### src/rtl/core/org_pkg.sv
// Shared types and constants for the overheat recovery gate.
package org_pkg;

	// Field and register widths.
	localparam int NOW_W         = 48;
	localparam int TIME_BITS_DEF = 48;
	localparam int TEMP_W        = 13;
	localparam int VOLT_W        = 16;
	localparam int FREQ_W        = 22;
	localparam int COOL_W        = 22;
	localparam int VSTEP_W       = 10;
	localparam int FSTEP_W       = 20;
	localparam int CFG_W         = 22;
	localparam int CFG_IDX_W     = 3;

	// Configuration reset values.
	localparam logic signed [TEMP_W-1:0] ASIC_SAFE_RST = 13'sd1200;
	localparam logic signed [TEMP_W-1:0] VREG_SAFE_RST = 13'sd1360;
	localparam logic [COOL_W-1:0]        MIN_COOL_RST  = 22'd60000;
	localparam logic [VSTEP_W-1:0]       VSTEP_RST     = 10'd50;
	localparam logic [FSTEP_W-1:0]       FSTEP_RST     = 20'd50000;
	localparam logic [VOLT_W-1:0]        MIN_VOLT_RST  = 16'd0;
	localparam logic [FREQ_W-1:0]        MIN_FREQ_RST  = 22'd0;

	// Item actions.
	typedef enum logic {
		ACT_BEGIN = 1'b0,
		ACT_EVAL  = 1'b1
	} action_t;

	// Recovery status codes.
	typedef enum logic [2:0] {
		ST_INACTIVE  = 3'd0,
		ST_WAIT_OFF  = 3'd1,
		ST_WAIT_TELE = 3'd2,
		ST_WAIT_ASIC = 3'd3,
		ST_WAIT_MIN  = 3'd4,
		ST_WAIT_VREG = 3'd5,
		ST_READY     = 3'd6,
		ST_INVALID   = 3'd7
	} status_t;

	// Configuration register indexes.
	typedef enum logic [CFG_IDX_W-1:0] {
		REG_ASIC_SAFE = 3'd0,
		REG_VREG_SAFE = 3'd1,
		REG_MIN_COOL  = 3'd2,
		REG_VSTEP     = 3'd3,
		REG_FSTEP     = 3'd4,
		REG_MIN_VOLT  = 3'd5,
		REG_MIN_FREQ  = 3'd6
	} cfg_reg_t;

endpackage

### src/rtl/core/overheat_recovery_gate.sv
// Top level of the overheat recovery gate: input stage, decision logic and result register.
// An accepted transaction is held in the input stage, then passes through the decision logic into the result register.
// Throughput: one transaction per cycle while result_stall is low; the single pass from the recovery state
// registers through the decision logic back into them sets this figure.
// Reset clears the recovery state and the valid flags and loads the configuration
// registers with their defaults; no clearing pass is needed.
module overheat_recovery_gate #(
	parameter int TIME_BITS = org_pkg::TIME_BITS_DEF
) (
	input  logic                               clk,
	input  logic                               arst_n,
	// Configuration write port.
	input  logic                               cfg_we,
	input  logic [org_pkg::CFG_IDX_W-1:0]      cfg_index,
	input  logic [org_pkg::CFG_W-1:0]          cfg_data,
	// Item channel.
	input  logic                               item_valid,
	output logic                               item_stall,
	input  logic                               action,
	input  logic [org_pkg::NOW_W-1:0]          now_ms,
	input  logic [org_pkg::VOLT_W-1:0]         orig_voltage_mv,
	input  logic [org_pkg::FREQ_W-1:0]         original_freq_khz,
	input  logic                               power_off_safe,
	input  logic                               vreg_temp_valid,
	input  logic signed [org_pkg::TEMP_W-1:0]  vreg_temp,
	input  logic                               asic_temp_valid,
	input  logic signed [org_pkg::TEMP_W-1:0]  asic_temp,
	// Result channel.
	output logic                               result_valid,
	input  logic                               result_stall,
	output logic                               accepted,
	output logic [2:0]                         status,
	output logic                               targets_valid,
	output logic [org_pkg::VOLT_W-1:0]         target_voltage_mv,
	output logic [org_pkg::FREQ_W-1:0]         reduced_freq_khz
);
	import org_pkg::*;

	// Effective time width: the time field is taken modulo 2^TW, TW being the smaller of TIME_BITS and NOW_W.
	localparam int TW = (TIME_BITS < NOW_W) ? TIME_BITS : NOW_W;

	// Configuration registers.
	logic signed [TEMP_W-1:0] asic_safe_q;
	logic signed [TEMP_W-1:0] vreg_safe_q;
	logic [COOL_W-1:0]        min_cool_q;
	logic [VSTEP_W-1:0]       vstep_q;
	logic [FSTEP_W-1:0]       fstep_q;
	logic [VOLT_W-1:0]        min_volt_q;
	logic [FREQ_W-1:0]        min_freq_q;

	// Recovery state.
	logic              armed_q;
	logic [TW-1:0]     start_time_q;
	logic [TW-1:0]     cooling_start_q;
	logic [VOLT_W-1:0] saved_volt_q;
	logic [FREQ_W-1:0] saved_freq_q;

	// Input stage.
	logic                     vld_s1;
	action_t                  action_s1;
	logic [TW-1:0]            now_s1;
	logic [VOLT_W-1:0]        volt_s1;
	logic [FREQ_W-1:0]        freq_s1;
	logic                     off_ok_s1;
	logic                     vreg_vld_s1;
	logic signed [TEMP_W-1:0] vreg_temp_s1;
	logic                     asic_vld_s1;
	logic signed [TEMP_W-1:0] asic_temp_s1;

	// Result register.
	logic              res_vld_q;
	logic              accepted_q;
	status_t           status_q;
	logic              tvalid_q;
	logic [VOLT_W-1:0] red_volt_q;
	logic [FREQ_W-1:0] red_freq_q;

	// Decision logic signals.
	logic              out_free;
	logic              adv;
	logic              begin_ok;
	status_t           eval_st;
	logic              cool_restart;
	logic [TW-1:0]     elapsed;
	logic              armed_n;
	logic [VOLT_W-1:0] saved_volt_n;
	logic [FREQ_W-1:0] saved_freq_n;
	logic              tvalid_n;
	logic [VOLT_W:0]   volt_limit;
	logic [FREQ_W:0]   freq_limit;
	logic [VOLT_W-1:0] red_volt_n;
	logic [FREQ_W-1:0] red_freq_n;

	// Handshake: the input stage moves on whenever the result register is free.
	assign out_free   = !res_vld_q || !result_stall;
	assign adv        = vld_s1 && out_free;
	assign item_stall = vld_s1 && !out_free;

	// Configuration writes; unknown indexes are ignored.
	always_ff @(posedge clk or negedge arst_n) begin
		if (!arst_n) begin
			asic_safe_q <= ASIC_SAFE_RST;
			vreg_safe_q <= VREG_SAFE_RST;
			min_cool_q  <= MIN_COOL_RST;
			vstep_q     <= VSTEP_RST;
			fstep_q     <= FSTEP_RST;
			min_volt_q  <= MIN_VOLT_RST;
			min_freq_q  <= MIN_FREQ_RST;
		end else if (cfg_we) begin
			unique case (cfg_reg_t'(cfg_index))
				REG_ASIC_SAFE: asic_safe_q <= signed'(cfg_data[TEMP_W-1:0]);
				REG_VREG_SAFE: vreg_safe_q <= signed'(cfg_data[TEMP_W-1:0]);
				REG_MIN_COOL:  min_cool_q  <= cfg_data[COOL_W-1:0];
				REG_VSTEP:     vstep_q     <= cfg_data[VSTEP_W-1:0];
				REG_FSTEP:     fstep_q     <= cfg_data[FSTEP_W-1:0];
				REG_MIN_VOLT:  min_volt_q  <= cfg_data[VOLT_W-1:0];
				REG_MIN_FREQ:  min_freq_q  <= cfg_data[FREQ_W-1:0];
				default: ;
			endcase
		end
	end

	// Input stage valid flag.
	always_ff @(posedge clk or negedge arst_n) begin
		if (!arst_n) begin
			vld_s1 <= 1'b0;
		end else if (!item_stall) begin
			vld_s1 <= item_valid;
		end
	end

	// Input stage payload, captured with each accepted transaction.
	always_ff @(posedge clk) begin
		if (item_valid && !item_stall) begin
			action_s1    <= action_t'(action);
			now_s1       <= now_ms[TW-1:0];
			volt_s1      <= orig_voltage_mv;
			freq_s1      <= original_freq_khz;
			off_ok_s1    <= power_off_safe;
			vreg_vld_s1  <= vreg_temp_valid;
			vreg_temp_s1 <= vreg_temp;
			asic_vld_s1  <= asic_temp_valid;
			asic_temp_s1 <= asic_temp;
		end
	end

	// Status of an evaluate transaction, in priority order.
	always_comb begin
		cool_restart = 1'b0;
		elapsed      = now_s1 - cooling_start_q;
		if (!armed_q) begin
			eval_st = ST_INACTIVE;
		end else if (now_s1 < start_time_q || now_s1 < cooling_start_q) begin
			eval_st = ST_INVALID;
		end else if (!off_ok_s1) begin
			eval_st = ST_WAIT_OFF;
		end else if (!vreg_vld_s1) begin
			eval_st = ST_WAIT_TELE;
		end else if (asic_vld_s1 && asic_temp_s1 > asic_safe_q) begin
			eval_st      = ST_WAIT_ASIC;
			cool_restart = 1'b1;
		end else if (elapsed < {{(TW-COOL_W){1'b0}}, min_cool_q}) begin
			eval_st = ST_WAIT_MIN;
		end else if (vreg_temp_s1 > vreg_safe_q) begin
			eval_st = ST_WAIT_VREG;
		end else begin
			eval_st = ST_READY;
		end
	end

	// Begin is refused for a zero voltage or frequency.
	assign begin_ok = (action_s1 == ACT_BEGIN) && (volt_s1 != '0) && (freq_s1 != '0);

	// Saved operating point after this transaction.
	assign armed_n      = armed_q || begin_ok;
	assign saved_volt_n = begin_ok ? volt_s1 : saved_volt_q;
	assign saved_freq_n = begin_ok ? freq_s1 : saved_freq_q;

	// Reduced targets: original minus step, floored at the minimum.
	assign volt_limit = {1'b0, min_volt_q} + {{(VOLT_W+1-VSTEP_W){1'b0}}, vstep_q};
	assign freq_limit = {1'b0, min_freq_q} + {{(FREQ_W+1-FSTEP_W){1'b0}}, fstep_q};
	assign tvalid_n   = armed_n && (min_volt_q != '0) && (min_freq_q != '0) &&
	                    (saved_volt_n >= min_volt_q) && (saved_freq_n >= min_freq_q);

	always_comb begin
		red_volt_n = '0;
		red_freq_n = '0;
		if (tvalid_n) begin
			red_volt_n = ({1'b0, saved_volt_n} > volt_limit) ?
			             saved_volt_n - {{(VOLT_W-VSTEP_W){1'b0}}, vstep_q} : min_volt_q;
			red_freq_n = ({1'b0, saved_freq_n} > freq_limit) ?
			             saved_freq_n - {{(FREQ_W-FSTEP_W){1'b0}}, fstep_q} : min_freq_q;
		end
	end

	// Recovery state update.
	always_ff @(posedge clk or negedge arst_n) begin
		if (!arst_n) begin
			armed_q         <= 1'b0;
			start_time_q    <= '0;
			cooling_start_q <= '0;
			saved_volt_q    <= '0;
			saved_freq_q    <= '0;
		end else if (adv) begin
			if (begin_ok) begin
				armed_q         <= 1'b1;
				start_time_q    <= now_s1;
				cooling_start_q <= now_s1;
				saved_volt_q    <= volt_s1;
				saved_freq_q    <= freq_s1;
			end else if (action_s1 == ACT_EVAL && cool_restart) begin
				cooling_start_q <= now_s1;
			end
		end
	end

	// Result register valid flag.
	always_ff @(posedge clk or negedge arst_n) begin
		if (!arst_n) begin
			res_vld_q <= 1'b0;
		end else if (out_free) begin
			res_vld_q <= vld_s1;
		end
	end

	// Result register payload.
	always_ff @(posedge clk) begin
		if (adv) begin
			accepted_q <= begin_ok;
			status_q   <= (action_s1 == ACT_EVAL) ? eval_st : ST_INACTIVE;
			tvalid_q   <= tvalid_n;
			red_volt_q <= red_volt_n;
			red_freq_q <= red_freq_n;
		end
	end

	assign result_valid      = res_vld_q;
	assign accepted          = accepted_q;
	assign status            = status_q;
	assign targets_valid     = tvalid_q;
	assign target_voltage_mv = red_volt_q;
	assign reduced_freq_khz  = red_freq_q;

	// Once armed, the block stays armed until reset.
	a_armed_holds: assert property (@(posedge clk) disable iff (!arst_n)
		armed_q |=> armed_q)
		else $error("armed flag dropped");

	// An accepted begin leaves the block armed.
	a_begin_arms: assert property (@(posedge clk) disable iff (!arst_n)
		(adv && begin_ok) |=> (armed_q && accepted_q && res_vld_q))
		else $error("accepted begin did not arm");

	// A begin result always carries the inactive status.
	a_begin_status: assert property (@(posedge clk) disable iff (!arst_n)
		(adv && action_s1 == ACT_BEGIN) |=> (status_q == ST_INACTIVE))
		else $error("begin result with nonzero status");

	// An invalid time leaves the cooling timer alone.
	a_invalid_keeps: assert property (@(posedge clk) disable iff (!arst_n)
		(adv && action_s1 == ACT_EVAL && eval_st == ST_INVALID) |=> $stable(cooling_start_q))
		else $error("cooling timer changed on invalid time");

	// Valid targets never fall below the configured floors.
	a_targets_floor: assert property (@(posedge clk) disable iff (!arst_n)
		(res_vld_q && tvalid_q) |-> (red_volt_q >= min_volt_q && red_freq_q >= min_freq_q))
		else $error("reduced target below its floor");

endmodule

### config.mk
export PLATFORM = sky130hd
export DESIGN_NAME = overheat_recovery_gate
export DESIGN_NICKNAME = d
export VERILOG_FILES = /design/src/rtl/core/org_pkg.sv /design/src/rtl/core/overheat_recovery_gate.sv
export SDC_FILE = /design/constraint.sdc
export NUM_CORES = 1
export LEC_CHECK = 0
export BUFFER_PORTS_ARGS = -buffer_cell sky130_fd_sc_hd__buf_2
export CAP_MARGIN = 20
export CORE_MARGIN = 1.5
export CORE_UTILIZATION = 50
export CTS_CLUSTER_SIZE = 28
export DETAILED_ROUTE_END_ITERATION = 16
export PLACE_DENSITY = 0.66
export SYNTH_ARGS = -nofsm -noshare
export SYNTH_HDL_FRONTEND = slang
export SYNTH_SLANG_ARGS = --single-unit
### constraint.sdc
create_clock -name clk -period 7.1 [get_ports clk]
set_input_delay 1.065 -clock clk [delete_from_list [all_inputs] [get_ports clk]]
set_output_delay 1.065 -clock clk [all_outputs]
set_load 0.1 [all_outputs]
==> results_dict.tcl <==
set metrics [dict create \
    cp-end-kind "register" \
    worst-path-max-fanout 39 \
    outcome "complete, no violations" \
    ctsResizeCount 0 \
    clockBufferDepth 3 \
    min_path_type "in2async" \
    area_growth_syn_to_layout_pct 12.4 \
    finalCritPeriodShare_pct 76.8 \
    syn_inst 2480 \
    hpwl_um 50000 \
    num_rows 82 \
    gp_congestion 0.943 \
    syn_nets 2909 \
    crit_path_max_incr_delay_ns 0.49 \
    antenna_left 0 \
    cts_tree "done" \
    wire_per_inst_um 19.5 \
    powerDensity_nw_per_um2 338 \
    instances_no_fill 3374 \
    antenna_found_initial 16 \
    slew_headroom_pct 28.4 \
    synthDistinctLibCells 82 \
    drv_slew 0 \
    hold_slack_ns 0.445 \
    yosysSeqAreaShare_pct 43.3 \
    worst-endpoint-arrival_ns 5.75 \
    place_ws_ns 1.67 \
    io-pin-count 191 \
    tns_ns 0 \
    cts_setup_buffers 0 \
    via_count 19100 \
    synth_seq_cells 412 \
    grt_pass1_wl_um 104000 \
    fill_cells 4404 \
    grt_usage_pct 25.0 \
    coreArea_um2 50500 \
    first_iter_violations 1066 \
    syn-cell-area_um2 25700 \
    power_mw 9.77 \
    cts_sinks 412 \
    finalWorstSetupSlack_ns 1.65 \
    synth.avg_cell_area_um2 10.4 \
    overflow 0 \
    wirelength_um 65600 \
    layout.nets 3090 \
    peakVddDrop_mv 0.235 \
    p_leak_nw 13.3 \
    clk-insertion-delay-late_ns 0.59 \
    drc 0 \
    root_buffer "clkbuf_16" \
    setup.worst_path.class "reg2reg" \
    rsz0062_at_grt "no" \
    critPathSlowestCell "buf_4" \
    start_util_pct 51.0 \
    grt_pass1_vias 19200 \
    cp.required_ns 7.40 \
    cts_buffers 45 \
    setup_viol 0 \
    drt-vias-per-instance 5.66 \
    cts-hold-fix-buffers 0 \
    final_layout_size_suffix_gt1_share_pct 19.1 \
    tightest_slew_ns 1.07 \
    path_clk_slew_ns 0.06 \
    crit_top_cell "a21o_1" \
    cp_top_family "compound AO/OA/AOI/OAI gates" \
    fin_skew_ns 0.0314 \
    fmax_ghz 0.183 \
    dp_cells 3285 \
    async_flop_share_pct 61.4 \
    rr_startpoint "volt_s1[14]$_DFFE_PP_" \
    io_buffers 190 \
    drtPass1Iterations 5 \
    crit_chain "nor4_1 > a41oi_1 > o41ai_4 > buf_4 > mux2i_1 > ha_1 > nand2b_1 > a21o_1 > a21o_1 > a21o_1 > a21o_1 > a2111oi_0 > o21ai_0 > a21o_1 > a211oi_1 > a211o_1 > buf_4 > nor2_1" \
    die_w_um 230 \
    synth_edf_count 159 \
    critPathLaunchType "register" \
    period_needed_ns 5.45 \
    grt_start_max_net_pins 173 \
    critPathBufInv 2 \
    yosysWarnings 0 \
    crit_path_start "volt_s1[14]$_DFFE_PP_" \
    synth_flop_cell "dfrtp_1" \
    cap_violations 0 \
    die_area_um2 52800 \
    die_y_um 230 \
    hold_violations 0 \
    htree_levels 2 \
]
## stage by stage
stage,cell area (um2),util (%)
after detailed placement,27400,54.2
after global routing,28900,57.3
after CTS,28900,57.3
after global placement,27300,54.2
after floorplan,25700,-
final,28900,57.3
## sequential cells by signal (all words and copies together), names as in the netlist, 20 cells and up
signal,cells
saved_freq_q,22
fstep_q,20
reduced_freq_khz,22
freq_s1,22
cooling_start_q,48
start_time_q,48
now_s1,48
min_freq_q,22
min_cool_q,22
## worst paths after layout
check                                                          end  slack [ns]  depth (start not counted)
worst max-delay path            reduced_freq_khz[17]$_SDFFCE_PN0P_        1.65                         18
worst min-delay path                   start_time_q[1]$_DFFE_PN0P_        0.44                          1
worst max register to register  reduced_freq_khz[17]$_SDFFCE_PN0P_        1.65                         18
worst min register to register         start_time_q[0]$_DFFE_PN0P_        0.49                          2
max in group asynchronous               min_freq_q[15]$_DFFE_PN0P_        5.22                          2
min in group clk                       start_time_q[0]$_DFFE_PN0P_        0.49                          2
## worst reg2reg max path: stages, from the launching register on
cell and delay [ns]:
edfxtp_1 0.42, nor4_1 0.38, a41oi_1 0.43, o41ai_4 0.15, buf_4 0.49, mux2i_1 0.43, ha_1 0.30, nand2b_1 0.14
a21o_1 0.17, a21o_1 0.17, a21o_1 0.17, a21o_1 0.17, a2111oi_0 0.43, o21ai_0 0.20, a21o_1 0.21, a211oi_1 0.24
a211o_1 0.13, buf_4 0.42, nor2_1 0.13
## per-layer routing
layer	up-vias	share of wire, %	global-route usage (%)
met5	-	0.082	0
met4	10	4.0	10.3
met3	148	6.3	4.74
met2	464	46	40.5
met1	9214	44	32.9
li1	9271	-	-
## synthesized netlist by cell type (5+ instances only)
library cell	n	area, um2
ha_1	278	3480
inv_1	248	931
nand2_1	244	916
dfrtp_1	229	5730
mux2_2	167	1880
edfxtp_1	159	4770
o21ai_0	150	751
a21oi_1	138	691
nor2_1	114	428
a21o_1	71	533
xnor2_1	57	499
mux2i_1	42	420
nand4_1	40	250
nor4_1	39	244
xor2_1	35	307
clkbuf_1	34	128
nand3_1	34	170
o21a_1	34	255
nor3_1	33	165
nand2b_1	28	175
nor2b_1	25	156
dfstp_2	24	631
buf_2	21	105
mux2_4	20	300
a211oi_1	16	120
a31oi_1	15	93.8
o21bai_1	14	105
o211ai_1	11	82.6
and3_1	10	62.6
and2_1	9	56.3
buf_1	9	33.8
and4_1	8	70.1
o2111ai_1	8	70.1
a211o_1	6	52.6
a21boi_0	6	45.0
o221ai_1	6	52.6
a2111oi_0	5	43.8
fa_1	5	100
o22ai_1	5	31.3
## placed cells by master, fill, tap and decap left out, types with 25 or more instances in the layout
| cell | Yosys | final |
|---|---|---|
| edfxtp_1 | 159 | 159 |
| nand2b_1 | 28 | 28 |
| xnor2_1 | 57 | 57 |
| nor3_1 | 33 | 31 |
| clkbuf_16 | 0 | 46 |
| mux2i_1 | 42 | 42 |
| o21ai_0 | 150 | 150 |
| inv_1 | 248 | 248 |
| a21o_1 | 71 | 71 |
| nor2_1 | 114 | 114 |
| nand3_1 | 34 | 34 |
| nand2_1 | 244 | 243 |
| a21oi_1 | 138 | 138 |
| ha_1 | 278 | 278 |
| mux2_2 | 167 | 167 |
| xor2_1 | 35 | 35 |
| nand4_1 | 40 | 40 |
| dfrtp_1 | 229 | 229 |
| nor4_1 | 39 | 39 |
| buf_2 | 21 | 189 |
| o21a_1 | 34 | 34 |
| nor2b_1 | 25 | 25 |
## kinds of logic after synthesis
group,synth area share (%)
compound gates,13.3
xor+xnor,3.13
fa+ha+maj,13.9
buf+inv,4.97
flops,43.3
mux,10.1
simple gates,11.3
## layout make-up
type	instances	area, um2	share of cell area, %
Multi-Input combinational cell	1749	13400	46.2
Sequential cell	412	11100	38.5
Clock buffer	60	1280	4.44
Timing Repair Buffer	205	1100	3.81
Inverter	248	931	3.22
Tap cell	672	841	2.91
Clock inverter	23	258	0.891
Antenna cell	5	12.5	0.0433
## power breakdown
group	internal (mW)	leakage (nW)	switching [mW]	total (mW)
combinational	1.71	8.01	2.44	4.14
clock	1.45	0.749	0.970	2.42
sequential	2.93	4.51	0.275	3.20
total	6.09	13.3	3.68	9.77
Power figures use the tool's default switching activity.
